File: config.mk
export PLATFORM = sky130hd
export DESIGN_NAME = lbc_ofifo
export DESIGN_NICKNAME = d
export VERILOG_FILES = /design/src/design/lbc_pkg.sv /design/src/design/lbc_ofifo.sv
export SDC_FILE = /design/constraint.sdc
export NUM_CORES = 1
export LEC_CHECK = 0
export BUFFER_PORTS_ARGS = -buffer_cell sky130_fd_sc_hd__buf_4
export CORE_MARGIN = 1.5
export CORE_UTILIZATION = 45
export CTS_BUF_LIST = sky130_fd_sc_hd__clkbuf_16
export CTS_CLUSTER_DIAMETER = 80
export DETAILED_ROUTE_END_ITERATION = 8
export GPL_ROUTABILITY_DRIVEN = 0
export HOLD_SLACK_MARGIN = 0.03
export PLACE_DENSITY = 0.73
export REMOVE_ABC_BUFFERS = 1
export SLEW_MARGIN = 30
export SYNTH_ARGS = -nofsm -noshare
export SYNTH_HDL_FRONTEND = slang
export SYNTH_SLANG_ARGS = --single-unit
File: constraint.sdc
create_clock -name clk -period 5.7 [get_ports clk]
set_input_delay 1.14 -clock clk [delete_from_list [all_inputs] [get_ports clk]]
set_output_delay 1.14 -clock clk [all_outputs]
set_load 0.05 [all_outputs]
File: src/design/lbc_pkg.sv
package lbc_pkg;

    localparam int KERNEL_SIZE = 5;
    localparam int MAX_WIDTH   = 1024;
    localparam int LINES       = KERNEL_SIZE - 1;

    localparam int PIX_W      = 16;
    localparam int PROD_W     = 2 * PIX_W;
    localparam int ACC_W      = 40;
    localparam int WIDTH_W    = 11;
    localparam int HEIGHT_W   = 16;
    localparam int COEF_IDX_W = 3;
    localparam int CFG_W      = 16;
    localparam int CFG_IDX_W  = 1;

    localparam int COL_W = $clog2(MAX_WIDTH);
    localparam int HW_W  = COL_W + 1;
    localparam int W_W   = (COL_W + 1 > WIDTH_W) ? COL_W + 1 : WIDTH_W;

    localparam int FIFO_DEPTH = 8;
    localparam int FIFO_AW    = $clog2(FIFO_DEPTH);

    localparam logic ACT_PIXEL = 1'b0;
    localparam logic ACT_COEF  = 1'b1;

    localparam logic [CFG_IDX_W-1:0] REG_IMAGE_WIDTH  = 1'b0;
    localparam logic [CFG_IDX_W-1:0] REG_IMAGE_HEIGHT = 1'b1;

    typedef logic signed [PIX_W-1:0]  pix_t;
    typedef logic signed [PROD_W-1:0] prod_t;
    typedef logic signed [ACC_W-1:0]  acc_t;

    typedef pix_t win_t [KERNEL_SIZE][KERNEL_SIZE];

    typedef struct packed {
        logic last_of_row;
        logic last_of_frame;
    } tag_t;

endpackage

File: src/design/lbc_ofifo.sv
module lbc_ofifo (
    input  logic          clk,
    input  logic          rst_n,
    input  logic          push,
    input  lbc_pkg::tag_t push_tag,
    input  lbc_pkg::acc_t push_value,
    output logic          out_valid,
    input  logic          out_stall,
    output lbc_pkg::tag_t out_tag,
    output lbc_pkg::acc_t out_value
);

    lbc_pkg::acc_t value_mem [lbc_pkg::FIFO_DEPTH];
    lbc_pkg::tag_t tag_mem   [lbc_pkg::FIFO_DEPTH];

    logic [lbc_pkg::FIFO_AW-1:0] wr_ptr_reg;
    logic [lbc_pkg::FIFO_AW-1:0] rd_ptr_reg;
    logic [lbc_pkg::FIFO_AW:0]   count_reg;
    logic                        pop;

    assign out_valid = (count_reg != '0);
    assign pop       = out_valid && !out_stall;
    assign out_value = value_mem[rd_ptr_reg];
    assign out_tag   = tag_mem[rd_ptr_reg];

    always_ff @(posedge clk or negedge rst_n)
    begin
        if (!rst_n)
        begin
            wr_ptr_reg <= '0;
            rd_ptr_reg <= '0;
            count_reg  <= '0;
        end
        else
        begin
            if (push)
            begin
                wr_ptr_reg <= wr_ptr_reg + 1'b1;
            end
            if (pop)
            begin
                rd_ptr_reg <= rd_ptr_reg + 1'b1;
            end
            if (push && !pop)
            begin
                count_reg <= count_reg + 1'b1;
            end
            else if (pop && !push)
            begin
                count_reg <= count_reg - 1'b1;
            end
        end
    end

    always_ff @(posedge clk)
    begin
        if (push)
        begin
            value_mem[wr_ptr_reg] <= push_value;
            tag_mem[wr_ptr_reg]   <= push_tag;
        end
    end

endmodule

**Yosys cells after proc, flatten, opt, wreduce, memory -nomap -nowiden**

Memories as Yosys holds them, arrays and structs flattened.
Index checks and enable logic that the tools add are counted.
W data, S select, Z words.

- Bits in registers: 10
- Bits in writable memories: 336
- Bits of input ports: 46
- Memories: 2

- $add $sub $neg: 4
- Multiplexer cells: 4
- Reductions and logical operators: 8

Memories:

| name | depth | bits a word | read ports | clocked after Yosys merged registers in | wr ports | RTL line | RTL |
|---|---|---|---|---|---|---|---|
| value_mem | 8 | 40 | 1 | 0 | 1 | lbc_ofifo.sv:13 | `lbc_pkg::acc_t value_mem [lbc_pkg::FIFO_DEPTH];` |
| tag_mem | 8 | 2 | 1 | 0 | 1 | lbc_ofifo.sv:14 | `lbc_pkg::tag_t tag_mem [lbc_pkg::FIFO_DEPTH];` |

Operators with widths:

| operator | number |
|---|---|
| $mux W4 | 2 |
| $add A3 B1 Y3 const B | 2 |
| $add A4 B1 Y4 const B | 1 |
| $reduce_bool A4 Y1 | 1 |
| $sub A4 B1 Y4 const B | 1 |
| $logic_and A1 B1 Y1 | 3 |
| $logic_not A1 Y1 | 3 |
| $mux W1 | 2 |
| $reduce_bool A2 Y1 | 1 |

**Logic depth before layout (Yosys ltp)**

Gate-level depths: netlist of the first run.

- Depth after elaboration: 5
- Gate-level depth with buffers: 9
- Mapped depth without buffers: 9

**Worst setup path before layout of the first run**

Ideal clock, no wire load.

- Path type: in2reg
- From: in push
- To: mem tag_mem[0][0] (netlist name) (enable)
- Arrival: 4.110 ns
- Data required time: 5.207 ns
- Setup slack: 1.096 ns
- Stages on the path: 2
- Path buffers: 0
- Cells stage by stage: nand2b_1 -> nor3_1

- Cells in the longest elaborated chain, start to end: 2

Ends and longest elaborated chain:

| item | RTL line | RTL |
|---|---|---|
| start: declaration | lbc_ofifo.sv:4 | `input logic push,` |
| $mux W1 | lbc_ofifo.sv:57 | `if (push)` |
| $mux W1 (not written as such) | lbc_ofifo.sv:60 | `tag_mem[wr_ptr_reg] <= push_tag;` |
| end: declaration | lbc_ofifo.sv:14 |  |

Every way passes these cells.

**Final worst setup path of the first run**

- From: reg rd_ptr_reg[0] (netlist name)
- To: out out_value[6]

- Cells in the longest elaborated chain, start to end: 1

Ends and longest elaborated chain:

| item | RTL line | RTL |
|---|---|---|
| start: declaration | lbc_ofifo.sv:17 | `logic [lbc_pkg::FIFO_AW-1:0] rd_ptr_reg;` |
| start signal: assignment | lbc_ofifo.sv:42 | `rd_ptr_reg <= rd_ptr_reg + 1'b1;` |
| $mem_v2 Z8 W40 | n/a |  |
| end: declaration | lbc_ofifo.sv:10 | `output lbc_pkg::acc_t out_value` |

Every way passes these cells.

==> results.md, run 1 <==
* Status: finished clean
* # setup viols final at 0
* Largest register FFs at 320
* TritonCTS clock tree: built
* Worst Setup Path Type: reg2out
* Top-area cell type share of the netlist area at 0.760
* Filler cell count at between 2000 and 2500
* Avg WL per Cell at ~23 µm
* Initial Util at 0.460
* N_diodes at 0
* Ys Warns at 0
* Fin. max-slew vios at 0
* Final ANT Viol Nets at 0
* Slew headroom at 0.440
* Hold Violations, Final at 0
* Non-Filler Instances at roughly 1100
* CTS Root Cell: clkbuf_16
* Std cell rows at between 60 and 70
* Fin nets at slightly above 700
* Setup Buffers After CTS at 0
* Share of cells above drive strength 1 at 0.408
* Area contributors post-synth: edfxtp_1, mux4_2, mux2_2, mux4_1, dfrtp_1
* Vias in the first global route at approximately 6400
* Clk_lat worst skew at 0.50 ns
* Layout area overhead at 17.5%
* Peak VDD IR at 0.327 mV
* CP arrival at 3.04 ns
* Max Fclk at approximately 0.24 GHz
* Synth Cell Area at about 0.013 mm²
* Setup Total Neg Slack at 0 ns
* DRT Wirelength at approximately 25000 µm
* Pwr Total at 8.83 mW
* Die Y-Extent at between 150 and 200 µm
* Clk pin slew, worst setup/hold paths at about 0.06 ns
* Via/cell ratio at around 5.5
* Static leakage at ~5.1 nW
* WL met3 at between 1000 and 1500 µm
* Crit path required time at between 4 and 5 ns
* Inst Count DP at 1009
* Hold Buf Count CTS at 0
* Largest net degree at the start of global routing at 45
* Crit end category: output pin
* Worst-Margin Slew at roughly 0.84 ns
* DRC at 0
* Area of the multi-input gates at 0.00281 mm²
* Worst min path class: in2async
* Post-synthesis sequential area ratio at 0.779
* Die width at 175 µm
* CP max FO at 44
* Worst hold slack at approximately 0.47 ns
* Worst clock skew at 0.00932 ns
* Max layer used: met5
* Total number of vias at 5912
* Period utilization at 0.733
* # resized after CTS at 0
* Core Area at slightly below 0.03 mm²
* Post-DP HPWL at between 10000 and 15000 µm
* RSZ-0062 raised after global routing: false
* Post-synthesis instance total at 547
* Met2 routed WL at between 10000 and 15000 µm
* Pre-CTS WS at between 2 and 2.5 ns
* Global-route wire length before repair at about 38000 µm
* Met1 WL at 10100 µm
* Fin crit period at between 4 and 5 ns
* Leading area contributor after synthesis: edfxtp_1
* Initial antenna violation count at 2
* I/O Buffers at 88
* Setup slack after layout at approximately 1.5 ns
* Crit start category: flip-flop
* Congestion Overflow GR at 0
* GRT Util Overall at 0.170
* Initial drt markers at 492
* Final core occ at 0.541
* Flop and latch count out of synthesis at roughly 350
* Io pins at 89
* Die Area at between 0.03 and 0.04 mm²
* CTS H-Tree Depth at 2
* Synth unique cells at 31
* Average size of a mapped cell at ~24 µm²
* PwrDens at roughly 570 mW/mm²
* CTS max path bufs at 3
* First-pass iteration count of the detailed router at 4
* Final Cell Area at about 0.016 mm²
* # clock sinks at about 350
* Num CTS Buffers at 35
* Seq. cell area at 0.0103 mm²
* DP Area at between 0.01 and 0.015 mm²
* Worst R2R Path Depth at 9
* Maxcap violations at 0
layout make-up:
type,count,area share
inverters,3,0.000722
well taps,384,0.0308
flip-flops and latches,346,0.663
clock inverters,26,0.0126
clock buffers,37,0.0593
multi-input cells,173,0.180
repair buffers,103,0.0532
layer usage:
metal  track usage  vias up
met5             0        -
met4        0.0456        4
met3        0.0385       52
met2         0.292      167
met1         0.218     3122
li1              -     2567
path summary, 6_finish.rpt:
path / from / slack, ns / endpoint
setup / recovery: rd_ptr_reg[0] / 1.52 / out_value[6]
hold / removal: rst_n / 0.47 / rd_ptr_reg[0]
setup reg to reg: count_reg[0] / 2.79 / count_reg[3]
hold reg to reg: wr_ptr_reg[1] / 0.55 / wr_ptr_reg[1]
max in group asynchronous: rst_n / 5.05 / rd_ptr_reg[1]
min in group clk: wr_ptr_reg[1] / 0.55 / wr_ptr_reg[1]
synth_stat cells:
| library cell | n |
|---|---|
| o21ai_0 | 1 |
| or4_1 | 1 |
| clkbuf_1 | 9 |
| xnor2_1 | 3 |
| xor2_1 | 3 |
| mux2_2 | 45 |
| buf_6 | 4 |
| nand2_1 | 5 |
| buf_1 | 3 |
| ha_1 | 5 |
| nor2_1 | 7 |
| buf_12 | 1 |
| nand3b_1 | 1 |
| nand2b_1 | 3 |
| a21oi_1 | 2 |
| mux4_2 | 72 |
| mux2i_1 | 1 |
| nor3_1 | 3 |
| fa_1 | 1 |
| mux4_1 | 12 |
| edfxtp_1 | 336 |
| or3_1 | 1 |
| nand3_1 | 2 |
| nor4_1 | 1 |
| dfrtp_1 | 10 |
| a2111o_1 | 1 |
| buf_8 | 2 |
| o211ai_1 | 2 |
| nor3b_1 | 1 |
| inv_1 | 3 |
| buf_2 | 6 |
power breakdown:
group | leakage (nW) | internal, mW | total (mW) | switching (mW)
clock network | 0.569 | 1.31 | 2.19 | 0.878
logic | 1.41 | 1.30 | 3.18 | 1.88
registers | 3.17 | 3.20 | 3.46 | 0.260
cell families (layout without fill, tap and decap cells):
| kind of cell | after synthesis | in the layout | share of synthesized area |
|---|---|---|---|
| DFF | 346 | 346 | 0.779 |
| muxes | 130 | 130 | 0.185 |
| buffers and inverters | 28 | 169 | 0.0137 |
| and+or+nand+nor | 25 | 25 | 0.00933 |
| adders and majority gates | 6 | 6 | 0.00622 |
| AOI/OAI and AO/OA | 6 | 6 | 0.00311 |
| xor gates and xnor gates | 6 | 6 | 0.00396 |
critical path: stages, from the launching register on:
cell and delay (ns):
dfrtp_4 0.97, buf_12 0.41, mux4_2 0.54, mux2_2 0.32, buf_4 0.20
placed cells by master, fill, tap and decap left out:
| master | synthesis | routed |
|---|---|---|
| edfxtp_1 | 336 | 336 |
| buf_4 | 0 | 99 |
| mux4_2 | 72 | 72 |
| mux2_2 | 45 | 45 |
| clkbuf_16 | 0 | 37 |
| mux4_1 | 12 | 12 |
| inv_1 | 3 | 9 |
| clkinv_2 | 0 | 7 |
| clkinv_1 | 0 | 7 |
| dfrtp_1 | 10 | 7 |
| nor2_4 | 0 | 6 |
| nand2_1 | 5 | 5 |
| ha_1 | 5 | 5 |
| nand2b_1 | 3 | 3 |
| xnor2_1 | 3 | 3 |
| xor2_1 | 3 | 3 |
| bufinv_16 | 0 | 3 |
| clkinvlp_4 | 0 | 3 |
| buf_12 | 1 | 3 |
| nor3_2 | 0 | 2 |
| a21oi_1 | 2 | 2 |
| o211ai_1 | 2 | 2 |
| nand3_1 | 2 | 2 |
| dfrtp_4 | 0 | 2 |
| nor4_1 | 1 | 1 |
| nor2_1 | 7 | 1 |
| o21ai_0 | 1 | 1 |
| nor3b_1 | 1 | 1 |
| nand3b_1 | 1 | 1 |
| or3_1 | 1 | 1 |
| mux2i_1 | 1 | 1 |
| or4_1 | 1 | 1 |
| a2111o_1 | 1 | 1 |
| nor3_1 | 3 | 1 |
| fa_1 | 1 | 1 |
| buf_16 | 0 | 1 |
| dfrtp_2 | 0 | 1 |
Power figures use the tool's default switching activity.
==> run 2, diff against run 1 <==
Settings changed: PLACE_DENSITY 0.73 to 0.76.
Clock period 5.7 ns to 3.5 ns, I/O delays scaled along.
==> run 2 against run 1 <==
Power is 64% higher. Combinational power is 66% higher. Non-clock buffer count is 10 higher. Global-route usage is 0.19 points lower. Via count is 0.42% higher. Largest cell class unchanged.
==> results.md, run 2 (synthesis results as in run 1) <==
* Status: finished clean (unchanged)
* Setup Total Neg Slack at 0 ns (unchanged)
* Clk_lat worst skew at 0.50 ns (about the same)
* Fin. max-slew vios at 0 (unchanged)
* Most frequent CP cell: buf_4
* Reg-to-reg startpoint: count_reg[0] (unchanged)
* Most frequent cells in the layout: edfxtp_1, buf_4, mux4_2 (unchanged)
* Share of cells above drive strength 1 at 0.413 (was 0.408)
* PwrDens at 925 mW/mm² (was 566 mW/mm²)
* Worst-Margin Slew at 0.638 ns (was 0.841 ns)
* Period utilization at 0.940
* Num CTS Buffers at 34 (was 35)
* Reg2Reg Setup Slack at 0.61 ns (was 2.79 ns)
* N_diodes at 0 (unchanged)
* DRC at 0 (unchanged)
* Reg2reg end: count_reg[3] (unchanged)
* Core Area at 0.0289 mm² (unchanged)
* Worst clock skew at 0.00592 ns (was 0.00932 ns)
* Total number of vias at 5937 (was 5912)
* Std cell rows at 62 (unchanged)
* GRT Util Overall at 0.168 (was 0.170)
* Largest net degree at the start of global routing at 37 (was 45)
* Commonest non-fill, non-tap cell in the layout: edfxtp_1 (unchanged)
* Setup Buffers After CTS at 0 (unchanged)
* Fin nets at 723 (was 714)
* Largest register FFs at 320 (unchanged)
* Congestion Overflow GR at 0 (unchanged)
* Slowest stage delay, CP at 0.72 ns (was 0.97 ns)
* TritonCTS clock tree: built (unchanged)
* Maxcap violations at 0 (unchanged)
* RSZ-0062 raised after global routing: false (unchanged)
* Initial antenna violation count at 0 (was 2)
* WP buf/inv at 2 (unchanged)
* Crit-path cells: buf_4 > mux4_1 > mux2_2 > buf_4 (was buf_12 > mux4_2 > mux2_2 > buf_4)
* Slowest-stage cell, CP: dfrtp_4 (unchanged)
* CTS H-Tree Depth at 2 (unchanged)
* CP max FO at 23 (was 44)
* Initial drt markers at 507 (was 492)
* Initial Util at 0.460 (unchanged)
* Static leakage at 5.20 nW (was 5.15 nW)
* Worst R2R Path Depth at 9 (unchanged)
* Max Fclk at roughly 0.3 GHz
* DRT Wirelength at 25200 µm (was 25000 µm)
* Hold Violations, Final at 0 (unchanged)
* Hold depth at 1
* DP Area at 0.0146 mm² (was 0.0145 mm²)
* Die Y-Extent at 175 µm (unchanged)
* Io pins at 89 (unchanged)
* Final Cell Area at 0.0157 mm² (was 0.0156 mm²)
* Global-route wire length before repair at 38100 µm (was 38400 µm)
* Hold path start: push_value[26]
* Die width at 175 µm (unchanged)
* First-pass iteration count of the detailed router at 6 (was 4)
* Clk pin slew, worst setup/hold paths at 0.06 ns (about the same)
* Crit path required time at 2.80 ns (was 4.56 ns)
* Die Area at 0.0305 mm² (unchanged)
* Via/cell ratio at 5.50 (was 5.51)
* CP top delay family: multiplexers (was flip-flops)
* I/O Buffers at 88 (unchanged)
* # clock sinks at 346 (unchanged)
* CTS max path bufs at 3 (unchanged)
* Vias in the first global route at 6473 (was 6438)
* Worst min path class: in2reg (was in2async)
* Peak VDD IR at 0.525 mV (was 0.327 mV)
* Final ANT Viol Nets at 0 (unchanged)
* # setup viols final at 0 (unchanged)
* CP arrival at 2.59 ns (was 3.04 ns)
* Crit start category: flip-flop (unchanged)
* WHS Endpoint: value_mem[5][26]
* Crit end category: output pin (unchanged)
* CTS Root Cell: clkbuf_16 (unchanged)
* Fin crit period at 3.29 ns
* Avg WL per Cell at 23.4 µm (was 23.3 µm)
* Worst Setup Path Type: reg2out (unchanged)
* Slew headroom at 0.574 (was 0.440)
* Post-DP HPWL at 15000 µm (was 14500 µm)
* Layout area overhead at 18.1% (was 17.5%)
## run 2: cell types whose count changed in the layout (fill, tap and decap cells not counted)
| cell | change |
|---|---|
| clkinv_2 | -2 |
| bufinv_16 | +2 |
| dlygate4sd3_1 | +1 |
| buf_4 | +8 |
| buf_12 | +2 |
| inv_1 | +2 |
| clkinvlp_4 | -2 |
| clkbuf_16 | -2 |
| clkinv_1 | -2 |
| buf_16 | -1 |
| inv_6 | +1 |
## run 2: worst max-delay path by stage
stage,startpoint,to,slack (ns),cells past startpoint
5_1_grt,rd_ptr_reg[0],out_value[28],0.09,4
3_5_place_dp,count_reg[0],count_reg[3],0.61,9
4_1_cts,rd_ptr_reg[0],out_value[26],0.17,4
6_report,rd_ptr_reg[0],out_value[26],0.21,4
2_1_floorplan,rd_ptr_reg[0],out_value[23],-1.50,2
3_3_place_gp,rd_ptr_reg[0],out_value[26],0.73,4
## run 2: where the power goes
group          internal (mW)  total (mW)  switching (mW)
clock                   2.18        3.60            1.42
sequential              5.22        5.62           0.398
combinational           2.18        5.29            3.12
total                   9.57        14.5            4.93
## run 2: metrics by stage
stage | setup slack [ns] | hold slack (ns) | power, mW | utilization | std cells
after floorplan | -1.50 | 0.404 | 9.53 | - | 522
after global placement | 0.729 | 0.493 | 10.9 | 0.504 | 1018
after detailed placement | 0.612 | 0.517 | 11.1 | 0.504 | 1018
after CTS | 0.174 | 0.405 | 14.7 | 0.543 | 1079
after global routing | 0.0934 | 0.414 | 15.1 | 0.543 | 1079
final | 0.210 | 0.429 | 14.5 | 0.543 | 1079
## run 2: routing by layer
layer | part of all wire | vias up | routed length (µm) | track usage
li1 | - | 2588 | - | -
met1 | 0.42 | 3134 | 10600 | 0.227
met2 | 0.50 | 180 | 12600 | 0.278
met3 | 0.061 | 35 | 1540 | 0.0363
met4 | 0.017 | 0 | 440 | 0.0438
met5 | 0 | - | 0 | 0
## run 2: worst reg2reg max path, cell delays in order (launching register included)
cell and delay (ns):
dfrtp_1 0.45, nor4_1 0.52, nor2_1 0.17, inv_1 0.09, ha_1 0.26, inv_1 0.14, ha_1 0.37, or4_1 0.51
o211ai_1 0.14, o211ai_1 0.12
## run 2: what timing repair did
item	in CTS	in global routing
endpoints found under the hold margin	10	0
resized for setup	0	0
hold buffers	1	0
## run 2: layout make-up
class                   count  area [µm²]
clock inverters            25         240
multi-input cells         173        2810
fillers                  2149       13200
repair buffers            113         913
flip-flops and latches    346       10300
inverters                   3        11.3
well taps                 384         480
clock buffers              35         876
